File: src/sv/n7s_pkg.sv
// ----------------------------------------------------------------------------
// n7s_pkg
// Shared types, constants and segment tables for the seven-segment coder.
// ----------------------------------------------------------------------------
`default_nettype none
package n7s_pkg;

  localparam int unsigned NumDigits = 8;
  localparam int unsigned SegW      = 8;
  // working value: mant (24b) * 10^7 (24b) = 48b max
  localparam int unsigned AccW      = 48;

  localparam logic [SegW-1:0] SegBlank = 8'h00;
  localparam logic [SegW-1:0] SegZero  = 8'h3f;
  localparam logic [SegW-1:0] SegE     = 8'h79;
  localparam logic [SegW-1:0] SegMinus = 8'h40;
  localparam logic [SegW-1:0] SegPoint = 8'h80;

  typedef logic [SegW-1:0] seg_t;

  // datapath commands from the controller
  typedef struct packed {
    logic load;      // decode the operand
    logic scale;     // form n = mant*10^(8-p) >> shift
    logic digit;     // peel one decimal digit
    logic finish;    // forced zeros, point, overflow pattern
    logic shift;     // one step of trailing-zero shift
    logic minus;     // place minus
  } n7s_cmd_t;

  typedef struct packed {
    logic trail_zero; // rightmost code is a plain zero
  } n7s_sts_t;

  function automatic seg_t digit_code(input logic [3:0] d);
    seg_t s;
    case (d)
      4'd0: s = 8'h3f;
      4'd1: s = 8'h06;
      4'd2: s = 8'h5b;
      4'd3: s = 8'h4f;
      4'd4: s = 8'h66;
      4'd5: s = 8'h6d;
      4'd6: s = 8'h7d;
      4'd7: s = 8'h07;
      4'd8: s = 8'h7f;
      4'd9: s = 8'h6f;
      default: s = 8'h00;
    endcase
    return s;
  endfunction

  function automatic logic [23:0] pow10(input logic [3:0] k);
    logic [23:0] v;
    case (k)
      4'd0: v = 24'd1;
      4'd1: v = 24'd10;
      4'd2: v = 24'd100;
      4'd3: v = 24'd1000;
      4'd4: v = 24'd10000;
      4'd5: v = 24'd100000;
      4'd6: v = 24'd1000000;
      4'd7: v = 24'd10000000;
      default: v = 24'd1;
    endcase
    return v;
  endfunction

endpackage
`default_nettype wire

File: src/sv/n7s_ctrl.sv
// ----------------------------------------------------------------------------
// n7s_ctrl
// Sequencer: load, scale, eight digit steps, finish, shift loop, minus.
// ----------------------------------------------------------------------------
`default_nettype none
module n7s_ctrl (
  input  wire logic              clk,
  input  wire logic              rst,
  input  wire logic              in_fire,
  input  wire logic              out_fire,
  input  wire n7s_pkg::n7s_sts_t sts,
  output n7s_pkg::n7s_cmd_t      cmd,
  output logic                   idle,
  output logic                   done
);
  import n7s_pkg::*;

  typedef enum logic [2:0] {
    ST_IDLE, ST_SCALE, ST_DIGIT, ST_FINISH, ST_SHIFT, ST_MINUS, ST_DONE
  } state_t;

  state_t     state;
  logic [2:0] cnt;

  always_comb begin
    cmd = '0;
    cmd.load   = (state == ST_IDLE) && in_fire;
    cmd.scale  = (state == ST_SCALE);
    cmd.digit  = (state == ST_DIGIT);
    cmd.finish = (state == ST_FINISH);
    cmd.shift  = (state == ST_SHIFT) && sts.trail_zero;
    cmd.minus  = (state == ST_MINUS);
  end
  assign idle = (state == ST_IDLE);
  assign done = (state == ST_DONE);

  always_ff @(posedge clk) begin
    if (rst) begin
      state <= ST_IDLE;
      cnt   <= '0;
    end else begin
      case (state)
        ST_IDLE:   if (in_fire) state <= ST_SCALE;
        ST_SCALE:  begin state <= ST_DIGIT; cnt <= 3'd7; end
        ST_DIGIT:  begin
          if (cnt == 3'd0) state <= ST_FINISH;
          cnt <= cnt - 3'd1;
        end
        ST_FINISH: state <= ST_SHIFT;
        ST_SHIFT:  if (!sts.trail_zero) state <= ST_MINUS;
        ST_MINUS:  state <= ST_DONE;
        ST_DONE:   if (out_fire) state <= ST_IDLE;
        default:   state <= ST_IDLE;
      endcase
    end
  end
endmodule
`default_nettype wire

File: config.mk
export PLATFORM = sky130hd
export DESIGN_NAME = n7s_ctrl
export DESIGN_NICKNAME = d
export VERILOG_FILES = /design/src/sv/n7s_pkg.sv /design/src/sv/n7s_ctrl.sv
export SDC_FILE = /design/constraint.sdc
export NUM_CORES = 1
export LEC_CHECK = 0
export BUFFER_PORTS_ARGS = -buffer_cell sky130_fd_sc_hd__buf_2
export CORE_AREA = 2 2 39 41
export DETAILED_ROUTE_END_ITERATION = 7
export DIE_AREA = 0 0 41 43
export SLEW_MARGIN = 25
export SYNTH_ARGS = -nofsm -noshare
export SYNTH_HDL_FRONTEND = slang
export SYNTH_SLANG_ARGS = --single-unit
File: constraint.sdc
create_clock -name clk -period 3.26 [get_ports clk]
set_input_delay 0.652 -clock clk [delete_from_list [all_inputs] [get_ports clk]]
set_output_delay 0.652 -clock clk [all_outputs]
set_load 0.01 [all_outputs]
==> impl_results.md, run 1 <==
- Fmax: 488 MHz
- Placed Instances: 72
- Met3 routed WL: 51 um
- Worst Tran Pin Value: approximately 0.54 ns
- Metal2 WL: between 300 and 400 um
- Synth top area cells: dfxtp_1 31%, ha_1 6.5%, a211oi_1 5.9%
- Leakage power: 0.215 nW
- Post-route DRC violation count: 0
- I/O Pins: 13
- Unrepaired setup endpoints after global routing: false
- Synth area leader: dfxtp_1
- Mapped Area: about 380 um2
- Post-Synthesis Mean Instance Area: between 8 and 9 um2
- Skew final: 0.00194 ns
- Top Metal Used: met4
- Number of flops mapped to enable cells by yosys: 0
- CP Max Fanout: 16
- CP Class: register to output port
- Multi-input gate area: between 200 and 250 um2
- Clock share of power: 0.303
- Max clock buf depth: 2
- GRT overflow: 0
- Via count: roughly 370
- Syn. warnings: 0
- Max-Cap Viols: 0
- Wirelength, routed: ~800 um
- Worst relative slew slack: 0.643
- CTS Buf Count: 3
- Detailed Routing Iterations Pass 1: 4
- Total negative slack: 0 ns
- Routed met1 length: 383 um
- Max VDD drop: 0.126 mV
- Gate power share: 0.269
- Placer Congestion: roughly 0.71
- H-tree depth: 1
- CTS tree: yes
- Register area: 120 um2
- Layout cells sized above 1: 0.288
- Vias per cell: roughly 4.9
- Initial antenna violation count: 0
- Top FF cell, synth: dfxtp_1
- Avg WL per Cell: approximately 11 um
- Largest net degree at the start of global routing: 17
- Worst EP required: between 2 and 3 ns
- Synth cell types: 23
- Clk sinks: 6
- Pwr Density: ~510 nW/um2
- Worst-Skew Late Latency: between 0.2 and 0.3 ns
- Tot GR Track Use: 0.109
- CP Capture Type: output port
- Post-synth top cells: 6 x dfxtp_1, 6 x inv_1, 5 x nor2_1
- Port Buffer Count: 12
- Initial Utilization: 0.278
- Detailed Route Iter0 Violations: 6
- Final Hold Vio Count: 0
- CP startpoint kind: register
- Run status: complete, no violations
- Post-CTS setup buffers: 0
- Cts hold-fix bufs: 0
- Flop pwr share: 0.428
- Fin crit period: 2.05 ns
- Clk Tree Root Cell: clkbuf_4
- Fin. max-slew vios: 0
- Cell internal pwr: between 0.15 and 0.2 mW
- # setup viols final: 0
- Yosys top cell area share: 0.313
- DIE HEIGHT: 43 um
- Vias in the first global route: 313
- Core Region: approximately 1400 um2
- Post-Syn Nets: 54
- Post-synthesis cell count: 47
- Die area: roughly 1800 um2
- Detail Route Antenna Nets: 0
- Layout Cells excl Fill: between 70 and 80
- Die width: ~41 um
- Switching share of power: 0.335
- Worst Hold Class: register to register
- Post-synthesis register bit count: 6
- CP arrival: approximately 1.4 ns
- FILL cells: around 150
- # nets final: 68
- Resize count post-CTS: 0
- Clk pin slew, worst setup/hold paths: 0.05 ns
- Synth async-reset ratio: 0
- Area growth, synth to finish: 18.9%
- Period utilization: 0.629
- First-pass GRT wire length: between 1000 and 1500 um
- Row cnt: 14
- Ant diodes: 0
- Sequential element share of the synthesized area: 0.313
- Sw Pwr: 0.0785 mW
## through the flow
step / hold slack, ns / cell area [um2] / util / setup slack [ns] / total power [mW]
after global placement: 0.497 / 434 / 0.314 / 1.48 / 0.163
final: 0.516 / 457 / 0.330 / 1.21 / 0.234
after global routing: 0.532 / 457 / 0.330 / 1.07 / 0.252
after floorplan: 0.482 / 384 / - / 1.52 / 0.150
after CTS: 0.517 / 457 / 0.330 / 1.20 / 0.236
after detailed placement: 0.509 / 434 / 0.314 / 1.46 / 0.165
## area by class of cell
cell class              count  share of cell area
multi-input cells          32               0.463
flip-flops and latches      6               0.263
repair buffers             12               0.132
clock buffers               3              0.0493
inverters                   6              0.0493
well taps                  16              0.0438
## metal layers
layer,GRT usage,vias up
met5,0,-
li1,-,191
met3,0.0314,3
met1,0.134,165
met4,0.100,0
met2,0.144,10
## power by group through the flow
stage	sequential, mW	clock, mW	combinational, mW
2_1_floorplan	0.0914	0	0.0581
3_3_place_gp	0.101	0	0.0621
3_5_place_dp	0.102	0	0.0634
4_1_cts	0.100	0.0720	0.0638
5_1_grt	0.102	0.0763	0.0729
6_report	0.100	0.0709	0.0631
## flip-flops by register name, summed over array words and instances, names as in the netlist
| name | flops |
|---|---|
| cnt | 3 |
| state | 3 |
## layout by cell type, fill, tap and decap left out, drive strengths merged, types with 2 or more instances in the layout
master,Yosys,layout
o22ai,2,2
ha,2,2
inv,6,6
dfxtp,6,6
buf,3,12
a21oi,2,2
nor2,5,5
a211oi,3,3
clkbuf,0,3
nor3,5,5
nand2b,2,2
## critical path: stages (launching register included)
cell,delay (ns)
dfxtp_1,0.65
nand2b_1,0.24
nor2_1,0.13
buf_2,0.14
## final timing paths
| path | slack, ns | depth (start not counted) | start | to |
|---|---|---|---|---|
| hold reg to reg | 0.52 | 2 | cnt[0] | cnt[0] |
| setup reg to reg | 1.94 | 6 | cnt[0] | cnt[2] |
| hold / removal | 0.52 | 2 | cnt[0] | cnt[0] |
| setup / recovery | 1.21 | 3 | state[1] | cmd[2] |
## cell families after synthesis
family,Yosys count,share of synthesized area
compound gates,9,0.156
fa+ha+maj,2,0.0651
buf+inv,9,0.137
flops,6,0.313
simple gates,21,0.329
Power figures use the tool's default switching activity.
==> inputs of run 2 (changes only) <==
clock period = 1.8 ns   (was 3.26 ns; I/O delays follow)
==> run 2 against run 1 <==
Against the previous run: cell count is the same; hold slack lost 0.15 ns; setup slack lost 1.1 ns; die area is the same; routed wire length shrank 1.2%.
==> impl_results.md, run 2 (same netlist as run 1, synthesis figures left out) <==
- H-tree depth: 1 (unchanged)
- Worst EP required: 1.44 ns (-1.17 ns)
- Worst path depth: 3 (unchanged)
- Initial antenna violation count: 0 (unchanged)
- Worst-Skew Late Latency: 0.24 ns (about the same)
- CP top delay family: flip-flops
- Wirelength, routed: 793 um (-1.2%)
- CP arrival: 1.31 ns (-0.09 ns)
- CP Class: register to output port
- Post-CTS setup buffers: 0 (unchanged)
- Tot GR Track Use: 0.102 (-0.00681)
- CTS tree: yes
- Post-route DRC violation count: 0 (unchanged)
- CTS Buf Count: 3 (unchanged)
- Fmax: approximately 600 MHz
- Crit-path cells: inv_1 -> nor3_1 -> buf_2
- Vias in the first global route: 302 (-3.5%)
- FILL cells: 161 (+5.2%)
- Clk pin slew, worst setup/hold paths: 0.05 ns (about the same)
- I/O Pins: 13 (unchanged)
- Via count: 384 (+4.1%)
- Max-Cap Viols: 0 (unchanged)
- Vias per cell: 5.12 (+4.1%)
- Leakage power: 0.216 nW (+0.18%)
- Placer Congestion: 0.664 (-6.2%)
- # setup viols final: 0 (unchanged)
- Avg WL per Cell: 10.6 um (-1.2%)
- Detailed Routing Iterations Pass 1: 4 (unchanged)
- Worst relative slew slack: 0.767 (+0.124)
- Most common cell after layout, fill and taps aside: buf_2
- Worst Tran Pin Value: 0.349 ns (-0.186 ns)
- Final Hold Vio Count: 0 (unchanged)
- Worst Hold Class: primary input to register
- Placed Instances: 72 (unchanged)
- Detailed Route Iter0 Violations: 9 (+3)
- Die area: 1760 um2 (unchanged)
- R2r worst-path depth: 6 (unchanged)
- DP HPWL: 586 um
- Slowest-stage cell, CP: dfxtp_1
- Area growth, synth to finish: 19.2%
- Largest net degree at the start of global routing: 17 (unchanged)
- Max VDD drop: 0.306 mV (+140%)
- Cts hold-fix bufs: 0 (unchanged)
- DIE HEIGHT: 43 um (unchanged)
- Buffers & Inverters on Critical Path: 2 (+1)
- Most frequent cells in the layout: 12 x buf_2, 6 x inv_1, 5 x nor2_1, 5 x dfxtp_1, 4 x nor3_1
- Layout cells sized above 1: 0.305 (+0.0169)
- CP max stage delay: 0.52 ns (-0.13 ns)
- Fin. max-slew vios: 0 (unchanged)
- Layout Cells excl Fill: 75 (unchanged)
- Initial Utilization: 0.278 (unchanged)
- CP Max Fanout: 10 (-6)
- Clk sinks: 6 (unchanged)
- Run status: complete, no violations
- Unrepaired setup endpoints after global routing: false
- Skew final: 0.000779 ns (-0.00116 ns)
- Pwr Density: 924 nW/um2 (+80%)
- Port Buffer Count: 12 (unchanged)
- Period utilization: 0.928
- Fin crit period: ~1.7 ns
- CP Capture Type: output port
- Ant diodes: 0 (unchanged)
- Core Region: 1380 um2 (unchanged)
- First-pass GRT wire length: 1210 um (-3.8%)
- Hold Path Depth: 2 (unchanged)
- Detail Route Antenna Nets: 0 (unchanged)
- Die width: 41 um (unchanged)
- # nets final: 68 (unchanged)
- Biggest regs: cnt (3), state (3)
- R2r setup slk: 0.47 ns (-1.47 ns)
- Clk Tree Root Cell: clkbuf_4
- Row cnt: 14 (unchanged)
- GRT overflow: 0 (unchanged)
- Max clock buf depth: 2 (unchanged)
- CP startpoint kind: register
- Total negative slack: 0 ns (unchanged)
run 2: cell counts in the layout (fill, tap and decap cells not counted):
Identical to the previous run, type by type.
run 2: where the power goes:
group / switching [mW] / leakage, nW / internal [mW]
registers: 0.0285 / 0.0499 / 0.153
clock network: 0.0485 / 0.0138 / 0.0754
logic: 0.0620 / 0.152 / 0.0559
run 2: final timing paths:
kind         endpoint      from
min reg2reg    cnt[0]    cnt[0]
min          state[1]       rst
max reg2reg    cnt[2]    cnt[0]
max            cmd[4]  state[0]
run 2: per-stage QoR:
| stage | setup WS, ns | total power [mW] | util | instance area (um2) | hold slack, ns |
|---|---|---|---|---|---|
| 3_5_place_dp | 0.376 | 0.301 | 0.314 | 434 | 0.508 |
| 2_1_floorplan | 0.499 | 0.271 | - | 384 | 0.429 |
| 4_1_cts | 0.115 | 0.428 | 0.330 | 457 | 0.370 |
| 6_report | 0.129 | 0.423 | 0.331 | 458 | 0.370 |
| 3_3_place_gp | 0.311 | 0.300 | 0.314 | 434 | 0.498 |
| 5_1_grt | 0.0130 | 0.457 | 0.331 | 458 | 0.380 |
run 2: area by class of cell:
cell class	count	area, um2	share of cell area
tap	16	20.0	0.0437
clock buffer	3	22.5	0.0492
inverter	6	22.5	0.0492
timing repair buffer	12	60.1	0.131
sequential	6	121	0.265
multi-input combinational	32	211	0.462
run 2: what timing repair did:
action	in CTS	in global routing
endpoints found under the hold margin	0	0
setup endpoints to repair	0	2
resized for setup	0	1
run 2: metal layers:
metal	vias to the layer above	track usage	share of wire
li1	189	-	-
met5	-	0	0
met1	174	0.141	0.46
met4	0	0.0600	0.018
met2	16	0.134	0.44
met3	5	0.0314	0.079
==> inputs of run 3 (changes only) <==
--- a/constraint.sdc
+++ b/constraint.sdc
@@ -3,2 +3,2 @@
 set_output_delay 0.36 -clock clk [all_outputs]
-set_load 0.01 [all_outputs]
+set_load 0.05 [all_outputs]
==> run 3 against run 2 <==
Against the previous run: setup slack improved by 0.017 ns; die area is the same; critical path depth unchanged; routed wire length grew 6.2%; combinational power rose by 55%; sequential cell count is the same; register-to-register slack better by 0.02 ns; first-iteration DRC count shrank 78%; sequential share of layout area down 1.8 points; critical path type unchanged; critical endpoint is now cmd[0]; largest cell class unchanged; highest routed layer unchanged.
==> impl_results.md, run 3 (same netlist as run 1, synthesis figures left out) <==
- Run status: complete, no violations
- Detail Route Antenna Nets: 0 (unchanged)
- Hold slack: 0.355 ns (-0.0153 ns)
- Post-CTS setup buffers: 0 (unchanged)
- Worst relative slew slack: 0.788 (+0.0208)
- Clk Tree Root Cell: clkbuf_4
- Tot GR Track Use: 0.121 (+0.0191)
- Pwr Density: 984 nW/um2 (+6.6%)
- Biggest regs: cnt (3), state (3)
- CP Max Fanout: 7 (-3)
- Detailed Route Iter0 Violations: 2 (-7)
- Ant diodes: 0 (unchanged)
- CP Capture Point: cmd[0]
- Gate power share: 0.375 (+0.096)
- Finished Core Util: 0.358 (+0.0271)
- Fin crit period: 1.65 ns (-0.0170 ns)
- R2r worst-path depth: 6 (unchanged)
- Area growth, synth to finish: 29.0%
- Flop pwr share: 0.367 (-0.062)
- Vias per cell: 5.03 (-1.8%)
- Die area: 1760 um2 (unchanged)
- CP arrival: 1.29 ns (-0.02 ns)
- Reg2reg end: cnt[2]
- Setup WS post-layout: 0.146 ns (+0.0170 ns)
- Sw Pwr: 0.192 mW (+38%)
- Worst-Skew Late Latency: 0.25 ns (about the same)
- Worst slack, placed: 0.275 ns (-0.101 ns)
- Die width: 41 um (unchanged)
- Most frequent cells in the layout: 11 x buf_2, 5 x inv_1, 5 x nor2_1
- Port Buffer Count: 12 (unchanged)
- # nets final: 70 (+2.9%)
- Period utilization: 0.919 (-0.00944)
- Switching share of power: 0.393 (+0.0647)
- DP HPWL: 638 um (+9.0%)
- CP Capture Type: output port
- Via count: 387 (+0.78%)
- Reg2Reg Launch Point: cnt[0]
- Worst Tran Pin Value: 0.319 ns (-0.0307 ns)
- Skew final: 0.00553 ns (+0.00475 ns)
- Cts hold-fix bufs: 0 (unchanged)
- Met2 Usage GRT: 0.175 (+0.0406)
- Placer Congestion: 0.786 (+18%)
- Max clock buf depth: 2 (unchanged)
- Max VDD drop: 0.282 mV (-7.6%)
- Max-Cap Viols: 0 (unchanged)
- First-pass GRT wire length: 1400 um (+16%)
- GRT overflow: 0 (unchanged)
- Final Hold Vio Count: 0 (unchanged)
- CP startpoint kind: register
- CTS Buf Count: 3 (unchanged)
- Core Region: 1380 um2 (unchanged)
- Clk sinks: 6 (unchanged)
- Leakage power: 0.231 nW (+7.1%)
- Post-route DRC violation count: 0 (unchanged)
- R2r setup slk: 0.49 ns (+0.02 ns)
- Clk pin slew, worst setup/hold paths: 0.05 ns (about the same)
- CTS tree: yes
- Largest net degree at the start of global routing: 12 (-5)
- # setup viols final: 0 (unchanged)
- Cell internal pwr: 0.296 mW (+4.2%)
- I/O Pins: 13 (unchanged)
- Met1 usage: 0.132 (-0.00965)
- Met3 usage: 0.0785 (+0.0471)
- Worst EP required: 1.44 ns (about the same)
- Avg WL per Cell: 10.9 um (+3.4%)
- DIE HEIGHT: 43 um (unchanged)
- CP Class: register to output port
- Unrepaired setup endpoints after global routing: false
- Fmax: 605 MHz (+1.0%)
- Worst Setup SP: state[0]
- Vias in the first global route: 334 (+11%)
- Detailed Routing Iterations Pass 1: 2 (-2)
- Initial antenna violation count: 0 (unchanged)
- Worst Hold Class: primary input to register
- Clock share of power: 0.258 (-0.035)
- Initial Utilization: 0.278 (unchanged)
- Wirelength, routed: 842 um (+6.2%)
- H-tree depth: 1 (unchanged)
- Fin. max-slew vios: 0 (unchanged)
- Layout cells sized above 1: 0.410 (+0.105)
- Most common cell after layout, fill and taps aside: buf_2
- Row cnt: 14 (unchanged)
- GR peak layer: met2
- Final Power: 0.488 mW (+15%)
[run 3: changes by cell type in the layout (fill, tap and decap cells not counted), sizes merged]
cell and delta:
buf +1, clkbuf +1
[run 3: layout make-up]
| cell class | count | area, um2 |
|---|---|---|
| clock buffer | 3 | 22.5 |
| fill | 152 | 888 |
| inverter | 6 | 22.5 |
| multi-input combinational | 32 | 230 |
| sequential | 6 | 123 |
| tap | 16 | 20.0 |
| timing repair buffer | 14 | 77.6 |
[run 3: per-stage QoR]
stage,TNS [ns],cell area (um2),cells
after CTS,0,490,77
after global placement,0,468,74
after floorplan,-0.0862,403,47
after global routing,0,495,77
after detailed placement,0,468,74
final,0,495,77
[run 3: worst max-delay path, stage by stage, from the launching register on]
cell and delay (ns):
dfxtp_1 0.47, inv_2 0.14, nor3b_2 0.16, buf_2 0.27
[run 3: what timing repair did]
item,in CTS,in global routing
setup endpoints to repair,0,5
endpoints found under the hold margin,0,0
resized for setup,0,4
[run 3: metal layers]
layer  vias up  routed length, um
met4         0                  4
li1        194                  -
met2        11                393
met3         2                 48
met5         -                  0
met1       180                395
[run 3: power groups by stage]
stage	Sequential, mW	Clock, mW	Combinational [mW]
after floorplan	0.166	0	0.160
after global placement	0.179	0	0.180
after detailed placement	0.180	0	0.183
after CTS	0.178	0.133	0.184
after global routing	0.184	0.140	0.207
final	0.179	0.126	0.183
[run 3: how the worst min path moves through the flow]
stage	depth (start not counted)	to	start
CTS	2	state[1]	rst
global route	2	state[1]	rst
floorplan	1	state[1]	rst
detailed placement	2	cnt[0]	cnt[0]
finish	2	state[1]	rst
global placement	2	cnt[0]	cnt[0]
